[src/fema_pkg.sv]
// Shared types and constants for the free extent map allocator.
`default_nettype none
package fema_pkg;
  localparam int MaxEntries = 256;
  localparam int IdxW       = $clog2(MaxEntries);
  localparam int CntW       = $clog2(MaxEntries + 1);
  localparam int AddrW      = 48;
  localparam int UnitW      = 21;
  localparam int CapW       = 9;
  localparam logic [AddrW-1:0] AddrTop = {AddrW{1'b1}};

  localparam logic [1:0] StOk   = 2'd0;
  localparam logic [1:0] StNone = 2'd1;
  localparam logic [1:0] StFull = 2'd2;

  localparam logic CmdFree  = 1'b0;
  localparam logic CmdAlloc = 1'b1;

  localparam logic [0:0] CfgUnit = 1'b0;
  localparam logic [0:0] CfgCap  = 1'b1;

  // Operation broadcast from the controller to every cell.
  typedef enum logic [2:0] {
    OP_NONE,
    OP_SET,      // write entry at sel
    OP_INSERT,   // shift right from sel, write at sel
    OP_DROP,     // shift left from sel (entry sel is removed)
    OP_SETDROP   // write entry at sel, shift left from sel+1
  } cell_op_t;

  typedef struct packed {
    cell_op_t         op;
    logic [IdxW-1:0]  sel;
    logic [AddrW-1:0] start;
    logic [AddrW-1:0] len;
  } cell_cmd_t;
endpackage
`default_nettype wire

[src/fema_cell.sv]
// One entry of the sorted extent row: holds start/length, shifts with neighbors.
`default_nettype none
module fema_cell
  import fema_pkg::*;
(
  input  wire logic             clk,
  input  wire logic [IdxW-1:0]  my_idx,
  input  wire cell_cmd_t        cmd,
  input  wire logic [AddrW-1:0] left_start,
  input  wire logic [AddrW-1:0] left_len,
  input  wire logic [AddrW-1:0] right_start,
  input  wire logic [AddrW-1:0] right_len,
  input  wire logic [AddrW-1:0] key,
  output logic [AddrW-1:0]      start_o,
  output logic [AddrW-1:0]      len_o,
  output logic                  below_o   // start < key
);
  logic [AddrW-1:0] start_r, len_r, start_nxt, len_nxt;

  // Local next value from the broadcast operation
  always_comb begin
    start_nxt = start_r;
    len_nxt   = len_r;
    unique case (cmd.op)
      OP_SET: begin
        if (my_idx == cmd.sel) begin
          start_nxt = cmd.start; len_nxt = cmd.len;
        end
      end
      OP_INSERT: begin
        if (my_idx == cmd.sel) begin
          start_nxt = cmd.start; len_nxt = cmd.len;
        end else if (my_idx > cmd.sel) begin
          start_nxt = left_start; len_nxt = left_len;
        end
      end
      OP_DROP: begin
        if (my_idx >= cmd.sel) begin
          start_nxt = right_start; len_nxt = right_len;
        end
      end
      OP_SETDROP: begin
        if (my_idx == cmd.sel) begin
          start_nxt = cmd.start; len_nxt = cmd.len;
        end else if (my_idx > cmd.sel) begin
          start_nxt = right_start; len_nxt = right_len;
        end
      end
      default: ;
    endcase
  end

  always_ff @(posedge clk) begin
    start_r <= start_nxt;
    len_r   <= len_nxt;
  end

  assign start_o = start_r;
  assign len_o   = len_r;
  assign below_o = start_r < key;
endmodule
`default_nettype wire

[config.mk]
export PLATFORM = sky130hd
export DESIGN_NAME = fema_cell
export DESIGN_NICKNAME = d
export VERILOG_FILES = /design/src/fema_pkg.sv /design/src/fema_cell.sv
export SDC_FILE = /design/constraint.sdc
export NUM_CORES = 1
export LEC_CHECK = 0
export ABC_CLOCK_PERIOD_IN_PS = 8800
export BUFFER_PORTS_ARGS = -buffer_cell sky130_fd_sc_hd__buf_4
export CELL_PAD_IN_SITES_DETAIL_PLACEMENT = 1
export CELL_PAD_IN_SITES_GLOBAL_PLACEMENT = 1
export CORE_AREA = 2 2 177 179
export CTS_CLUSTER_DIAMETER = 100
export CTS_CLUSTER_SIZE = 28
export DETAILED_ROUTE_END_ITERATION = 10
export DIE_AREA = 0 0 179 181
export GPL_TIMING_DRIVEN = 1
export PLACE_DENSITY = 0.72
export SKIP_CTS_REPAIR_TIMING = 1
export SYNTH_ARGS = -nofsm -noshare
export SYNTH_HDL_FRONTEND = slang
export SYNTH_SLANG_ARGS = --single-unit
export TNS_END_PERCENT = 30
[constraint.sdc]
create_clock -name clk -period 8.8 [get_ports clk]
set_input_delay 0.88 -clock clk [delete_from_list [all_inputs] [get_ports clk]]
set_output_delay 0.88 -clock clk [all_outputs]
set_load 0.01 [all_outputs]
==> results.txt, run 1 <==
Yosys mapped the design onto 44 distinct sky130hd cell types. After synthesis the netlist holds a flip-flop and latch count of 96. For the post-route DRC violation count, the log shows 0. TritonCTS built the clock tree. TritonCTS created 9 clock buffers. The placeable core region was 30300 sq um; the static power due to leakage was 5.00 nW.

For the required time of the critical path, the log shows 8.77 ns. Fraction of layout cells with a size suffix above 1: 0.440. The count of buffers inserted at the top-level ports came out at 452. The overall power is 1.45 mW, and the via count is 7849. The library cell used most frequently in the layout, excluding fill and tap cells, is sky130_fd_sc_hd__buf_4. The cell sitting at the root of the clock tree is a sky130_fd_sc_hd__clkbuf_16. The setup path with the least slack is of type in -> reg.

For the pin with the worst max-slew slack, the measured transition is 1.03 ns. In this run the deepest clock path goes through 2 buffers. For the post-layout worst setup margin, the log shows 5.06 ns.

The number of I/O pins is 453, and the portion of the post-synthesis area used by sequential elements is 0.407. The floorplan step defined a die boundary enclosing 32400 sq um. The Yosys step of the flow raised 0 warnings. The total number of placement rows was 64; the first-pass detailed-route iteration total was 4. The detail route stage leaves a number of antenna-violating nets equal to 0. Using the TritonRoute via totals, the vias-per-cell ratio works out to 4.86. The final-report setup violation count came out at 0. Across the run, the number of max-cap violations was 0. The logs give 0 for the total count of max-transition violations in the final report and 8303 for the number of global-route vias before repair. For the final wirelength, the log shows 33000 um.

Clock-pin slew was measured on the worst setup and hold paths at 0.09 ns. A synthesized cell averages 8.95 sq um. Post-synthesis cell type with the largest combined area: sky130_fd_sc_hd__edfxtp_1.

At the end of the flow, the number of nets in the layout was 1624. Number of cells on the worst hold path: 3. Timing would allow up to 267 MHz. The async set-reset flop share out of synthesis came out at 0.

The hold violation count in the final report was 0; the relative slew slack was 0.315. At the worst endpoint, the arrival time is 3.72 ns. The starting density of the core is 0.234. The total negative slack was 0 ns. The worst path needs 3.74 ns of the cycle, external delays included. For this block, the initial DRC count from the detailed router was 269. Routability-driven placement finished with a final weighted congestion of 0.864.

Number of antenna violations at the first check in global routing: 2. The tools report the endpoint type of the worst setup path as a flip-flop. The type of origin of the critical path was an input port.

In this run the worst hold path is classified as in -> reg. The run gives 0.0664 mV as the maximum VDD drop. Entering global routing, the biggest net connects 58 pins. From synthesis to final layout, the design area changed by 57.1%. The total number of clock tree sinks is 96. Yosys attributes the largest share of cell area to sky130_fd_sc_hd__edfxtp_1 (41%), sky130_fd_sc_hd__ha_1 (9.7%), sky130_fd_sc_hd__nand2_1 (9.4%). In this run the horizontal extent of the chip is 179 um. The worst min-delay path startpoint was left_len[11]. The number of nets produced by synthesis was 1203. Among all flip-flop cells after synthesis, the most frequent one is sky130_fd_sc_hd__edfxtp_1. In the layout the commonest cells are sky130_fd_sc_hd__buf_4 (467), sky130_fd_sc_hd__nand2_1 (178), sky130_fd_sc_hd__edfxtp_1 (96). The leftover overflow at the end of global routing was 0; the first-pass GRT wire length was 47800 um. The average wire per cell in the routed design was 20.4 um. The overall fraction of global-route tracks in use was 0.194; the floorplan die height was 181 um.

The top fanout value on the critical path was 57. The count of flip-flops with a built-in enable after synthesis came out at 96. For the worst setup slack after placement, the log shows 4.69 ns. The run finished with clean final reports. Setup repair after global routing left no endpoint under its margin.

The power per cell area was 130 nW/um^2; the HPWL after detailed placement was 26100 um. The number of filler instances in the final layout was 3616; the post-route clock period utilization was 0.425. In this run the number of H-tree levels came out at 3. The path with the worst hold slack has its endpoint at len_o[11]. The repair_antennas step left the layout with diodes totalling 0.

The share of Yosys cell area claimed by the top area cell type was 0.407; the number of instances in the synthesized netlist was 792. The synthesized netlist occupies a cell area of 7090 sq um.
[worst max-delay path, stage by stage]
cell                      delay, ns
sky130_fd_sc_hd__buf_4         0.11
sky130_fd_sc_hd__ha_1          0.34
sky130_fd_sc_hd__and4_1        0.21
sky130_fd_sc_hd__buf_4         0.30
sky130_fd_sc_hd__a31oi_1       0.13
sky130_fd_sc_hd__o22ai_1       0.16
sky130_fd_sc_hd__o21ai_0       0.16
sky130_fd_sc_hd__a21oi_4       0.13
sky130_fd_sc_hd__buf_4         0.46
sky130_fd_sc_hd__buf_4         0.68
[how the worst max path moves through the flow]
stage                         start         to  slack (ns)  depth (start not counted)
final                     my_idx[3]  len_o[38]        5.06                         10
after global routing        cmd[99]  len_o[38]        4.84                         11
after detailed placement  my_idx[3]  len_o[13]        4.69                         10
after CTS                   key[41]    below_o        5.01                          9
after global placement    my_idx[3]   len_o[3]        4.75                         10
after floorplan             cmd[99]   len_o[0]        1.38                          9
[power by group]
group	switching, mW	total (mW)	internal, mW
logic	0.222	0.454	0.232
clock network	0.211	0.413	0.202
registers	0.0226	0.579	0.557
total	0.456	1.45	0.991
[cell usage after synthesis, types with 9 or more instances]
cell and instances:
sky130_fd_sc_hd__a21oi_1 64, sky130_fd_sc_hd__a22oi_1 32, sky130_fd_sc_hd__a22oi_2 40, sky130_fd_sc_hd__a31oi_1 25, sky130_fd_sc_hd__buf_2 9, sky130_fd_sc_hd__clkbuf_1 32, sky130_fd_sc_hd__edfxtp_1 96, sky130_fd_sc_hd__ha_1 55
sky130_fd_sc_hd__inv_1 57, sky130_fd_sc_hd__nand2_1 178, sky130_fd_sc_hd__nand3_1 27, sky130_fd_sc_hd__nor3_1 24, sky130_fd_sc_hd__o21ai_0 55, sky130_fd_sc_hd__o22ai_1 24
[state kept, by name, summed over array words and instances (netlist names)]
signal,cells
len_o,48
start_o,48
[metrics by stage]
stage	cells	util	area (sq um)	hold slack (ns)
6_report	1614	0.367	11100	0.780
5_1_grt	1614	0.367	11100	0.777
4_1_cts	1614	0.367	11100	0.763
3_5_place_dp	1598	0.357	10800	1.15
3_3_place_gp	1598	0.357	10800	1.14
2_1_floorplan	792	-	7090	1.05
[cells by family after synthesis]
logic type	after synthesis	synth area share
compound gates	262	0.260
flops	96	0.407
buf+inv	114	0.0720
fa+ha+maj	55	0.0971
simple gates	263	0.161
mux	2	0.00318
[area by class of cell]
type	instances	area, sq um	area share
clock buffer	9	225	0.0202
clock inverter	7	73.8	0.00663
inverter	57	214	0.0192
multi-input combinational	582	3740	0.336
sequential	96	2880	0.259
tap	396	495	0.0445
timing repair buffer	467	3510	0.315
[per-layer routing]
| layer | vias to the layer above | wire (um) | GRT usage |
|---|---|---|---|
| met5 | - | 27 | 0 |
| met4 | 4 | 817 | 0.0569 |
| met3 | 43 | 2830 | 0.0528 |
| met2 | 300 | 16800 | 0.354 |
| met1 | 3739 | 12500 | 0.217 |
| li1 | 3763 | - | - |
No activity file was read; power rests on OpenSTA's default activity.
==> run 2, diff against run 1 <==
ABC_AREA = 1   (was default)
ABC_CLOCK_PERIOD_IN_PS = 3100   (was 8800)
CORE_AREA = 2 2 178 180   (was 2 2 177 179)
DIE_AREA = 0 0 180 182   (was 0 0 179 181)
PLACE_DENSITY = 0.8   (was 0.72)
clock period = 3.1 ns   (was 8.8 ns; I/O delays follow)
==> run 2 against run 1 <==
Compared with the run above:
- clock-buffer cell count grew 1
- worst setup slack lost 4.4 ns
- flip-flop and latch count is the same
- hold slack lost 0.56 ns
- clock power grew to 2.9 times the previous value
- largest cell class unchanged
==> results.txt, run 2 <==
The run finished with clean final reports. The post-layout worst setup margin is 0.618 ns (-4.44 ns). Setup repair after global routing left no endpoint under its margin. The overall fraction of global-route tracks in use was 0.209 (+0.0153); the maximum single-stage delay on the critical path was 0.43 ns (-0.25 ns).

The count of buffers inserted at the top-level ports works out to 452 (unchanged). For the leftover overflow at the end of global routing, the log shows 0 (unchanged). Data arrival time at the worst-slack endpoint: 2.17 ns (-1.55 ns). STA classifies the critical path endpoint as an output pin.

The power share of the sequential group was 0.399 (-0.002); the number of cells after detailed placement was 1905 (+19%). For the total number of placement rows, the log shows 65 (+1.6%). The placeable core region is 31000 sq um (+2.1%), and the post-synthesis cell type count is 26 (-41%). Number of I/O pins: 453 (unchanged).

In the layout the commonest cells are sky130_fd_sc_hd__buf_4 (458), sky130_fd_sc_hd__nand2_1 (443), sky130_fd_sc_hd__inv_1 (116). The static power due to leakage is 5.91 nW (+18%). The min-delay analysis places its worst path in the category in -> reg. The run gives 0 (unchanged) as the post-route DRC violation count. TritonCTS built the clock tree. Mux contribution to synthesized area: 0 (-0.00318).

The main flop type after synthesis was sky130_fd_sc_hd__edfxtp_1. For the number of antenna violations at the first check in global routing, the log shows 2 (unchanged). The tools report the level count of the clock H-tree as 3 (unchanged). The proportion of power drawn by the clock network was 0.278 (-0.008).

The run gives 0.323 (+0.009) as the fraction of power consumed by combinational cells. The starting density of the core is 0.249 (+0.0155). Counting stages on the worst path, the most repeated cell is sky130_fd_sc_hd__nor2_1.

Share of total power consumed by net switching: 0.317 (+0.00207). The number of synthesized register bits was 96 (unchanged); the total negative slack was 0 ns (unchanged). The average wire per cell in the routed design was 18.4 um (-10%).

Critical path class: reg -> out. The number of instances in the synthesized netlist was 1104 (+39%); the post-synthesis to final-layout area growth was 53.2%. Depth of the critical timing path with buffers and inverters included: 9 (-1). Ranked by instance count, the synthesized netlist is headed by sky130_fd_sc_hd__nand2_1 (445), sky130_fd_sc_hd__inv_1 (122), sky130_fd_sc_hd__o21ai_0 (98). The first-pass GRT wire length was 53600 um (+12%); the floorplan die height was 182 um (+0.55%). Final-report setup violation count: 0 (unchanged). The number of nets in the final layout was 1925 (+19%).

The clock period minus final worst setup slack is 2.48 ns. The post-synthesis cell type with the largest combined area is sky130_fd_sc_hd__edfxtp_1. The final weighted congestion in routability-driven placement came out at 0.907 (+4.9%).

The relative slew slack is 0.362 (+0.0476). The hold violation count in the final report is 0 (unchanged), and the number of cells on the worst hold path is 3 (unchanged). The power per cell area works out to 364 nW/um^2 (+180%).

The logs give 0 (unchanged) for the max-capacitance violation count and 0.235 mV (+250%) for the maximum VDD drop. The top fanout value on the critical path was 2 (-96%); the first-pass detailed-route iteration total was 4 (unchanged). The maximum number of pins on one net before global-route repair is 200 (+240%), and the XOR/XNOR share of the synthesized area is 0 (unchanged). By area, the combinational part of the netlist is dominated by simple AND/OR/NAND/NOR gates.

Post-synthesis simple-gate area fraction: 0.349 (+0.187). The required time of the critical path came out at 2.79 ns (-5.98 ns). Number of buffers created by CTS: 9 (unchanged).

The transition time of the tightest slew-check pin works out to 0.956 ns (-0.0702 ns). The portion of the post-synthesis area used by sequential elements was 0.373 (-0.0331). For this design, the slowest cell found on the critical path is sky130_fd_sc_hd__edfxtp_1. The run gives 1515 (+26%) as the number of nets produced by synthesis.

The count of flip-flops with a built-in enable after synthesis works out to 96 (unchanged). By area the synthesized netlist is led by sky130_fd_sc_hd__edfxtp_1 (37%), sky130_fd_sc_hd__nand2_1 (22%), sky130_fd_sc_hd__ha_1 (8.9%). Grouping stages by cell kind, the critical path spends the most delay in simple AND/OR/NAND/NOR gates. Most common cell after layout, fill and taps aside: sky130_fd_sc_hd__buf_4. The number of nets with antenna violations after detailed routing is 0 (unchanged), and the area fraction in compound gates after synthesis is 0.0887 (-0.171).

The post-detailed-route via-to-cell ratio was 4.84 (-0.49%). Number of design-rule violations left by the first detailed-router iteration: 321 (+19%). The run gives 9765 (+18%) as the number of global-route vias before repair.

The fraction of layout cells with a size suffix above 1 works out to 0.330 (-0.110). The die extent in x was 180 um (+0.56%); the average footprint of a synthesized cell was 6.99 sq um (-22%). The minimum hold slack is 0.216 ns (-0.564 ns), and the sum of buffers and inverters on the critical path is 1 (-3). The run gives 1.37 mW (+200%) as the net switching power of the design.

Among all cell types in the netlist, the one instantiated most often is sky130_fd_sc_hd__nand2_1. The clock transition at the register clock pins on the worst setup and hold paths after CTS is 0.08 ns (about the same). The share of Yosys cell area claimed by the top area cell type was 0.373 (-0.0331); the internal power component was 2.94 mW (+200%). Walking the worst path, the cells encountered are ha_1 > nand2_1 > nor2_1 > nand4_1 > nor2_1 > nand2_1 > nor2_1 > a21oi_1 > buf_4. The tools report the worst setup slack after placement as 0.603 ns (-4.08 ns).

The tools report the HPWL after detailed placement as 27100 um (+3.9%). Clock tree synthesis selected as its root buffer the cell sky130_fd_sc_hd__clkbuf_16. Static timing analysis puts the maximum clock frequency at 403 MHz. The type of origin of the critical path is a flip-flop. The via count came out at 9301 (+18%). The logs give 7720 sq um (+8.9%) for the post-synth design cell area and 0 (unchanged) for the number of warnings printed during yosys synthesis. Largest buffer count on any clock path: 2 (unchanged). The logs give 1922 (+19%) for the final non-filler cell total and 35400 um (+7.1%) for the final wirelength. The total number of clock tree sinks was 96 (unchanged); the post-route clock period utilization was 0.801. The total count of max-transition violations in the final report is 0 (unchanged), and the adder and majority cell fraction of the synthesized area is 0.0892 (-0.00790). The floorplan die area is 32800 sq um (+1.1%), and the async set-reset flop share out of synthesis is 0 (unchanged).
run 2: cell count changes in the layout (fill, tap and decap cells not counted), sizes merged, moves of 9 or more:
cell / delta
nand2: +268
nand3: +70
a22oi: -68
inv: +67
nand4: +60
o21ai: +44
a21oi: -41
a31oi: -25
o22ai: -24
nor3: -22
nor2: +9
run 2: cells by family (layout without fill, tap and decap cells):
logic type,after synthesis,in the layout
AND/OR/NAND/NOR,630,630
buffers and inverters,191,606
AO/OA/AOI/OAI,132,132
flip-flops,96,96
adder cells (fa/ha/maj),55,55
other,0,1
run 2: worst min-delay path: cells and delay by family:
family / cells / cell delay [ns]
AND/OR/NAND/NOR: 2 / 0.09
buffers and inverters: 1 / 0.08
run 2: metal layers:
metal,track usage,up-vias,routed length [um]
met5,0,-,13
met4,0.0793,2,1160
met3,0.0616,68,2620
met2,0.373,356,17700
met1,0.235,4397,13800
li1,-,4478,-
run 2: power groups by stage:
| stage | Clock, mW | Sequential [mW] | Combinational, mW |
|---|---|---|---|
| 5_1_grt | 1.27 | 1.73 | 1.54 |
| 3_5_place_dp | 0 | 1.75 | 1.41 |
| 6_report | 1.20 | 1.72 | 1.39 |
| 2_1_floorplan | 0 | 1.78 | 0.534 |
| 4_1_cts | 1.24 | 1.72 | 1.41 |
| 3_3_place_gp | 0 | 1.74 | 1.36 |
run 2: area by class of cell:
cell class	count	area [sq um]
timing repair buffer	462	3520
sequential	96	2880
fill	3918	19200
clock inverter	6	60.1
antenna	1	2.50
multi-input combinational	817	4150
tap	402	503
clock buffer	10	229
inverter	128	484
run 2: worst paths after layout:
| kind | startpoint | endpoint | slack, ns |
|---|---|---|---|
| max | start_o[47] | below_o | 0.62 |
| min | right_len[0] | len_o[0] | 0.22 |
run 2: metrics by stage:
step,total power [mW],util,area [sq um]
floorplan,2.31,-,7810
global placement,3.10,0.372,11500
detailed placement,3.16,0.372,11500
CTS,4.37,0.382,11800
global route,4.55,0.382,11800
finish,4.31,0.382,11800
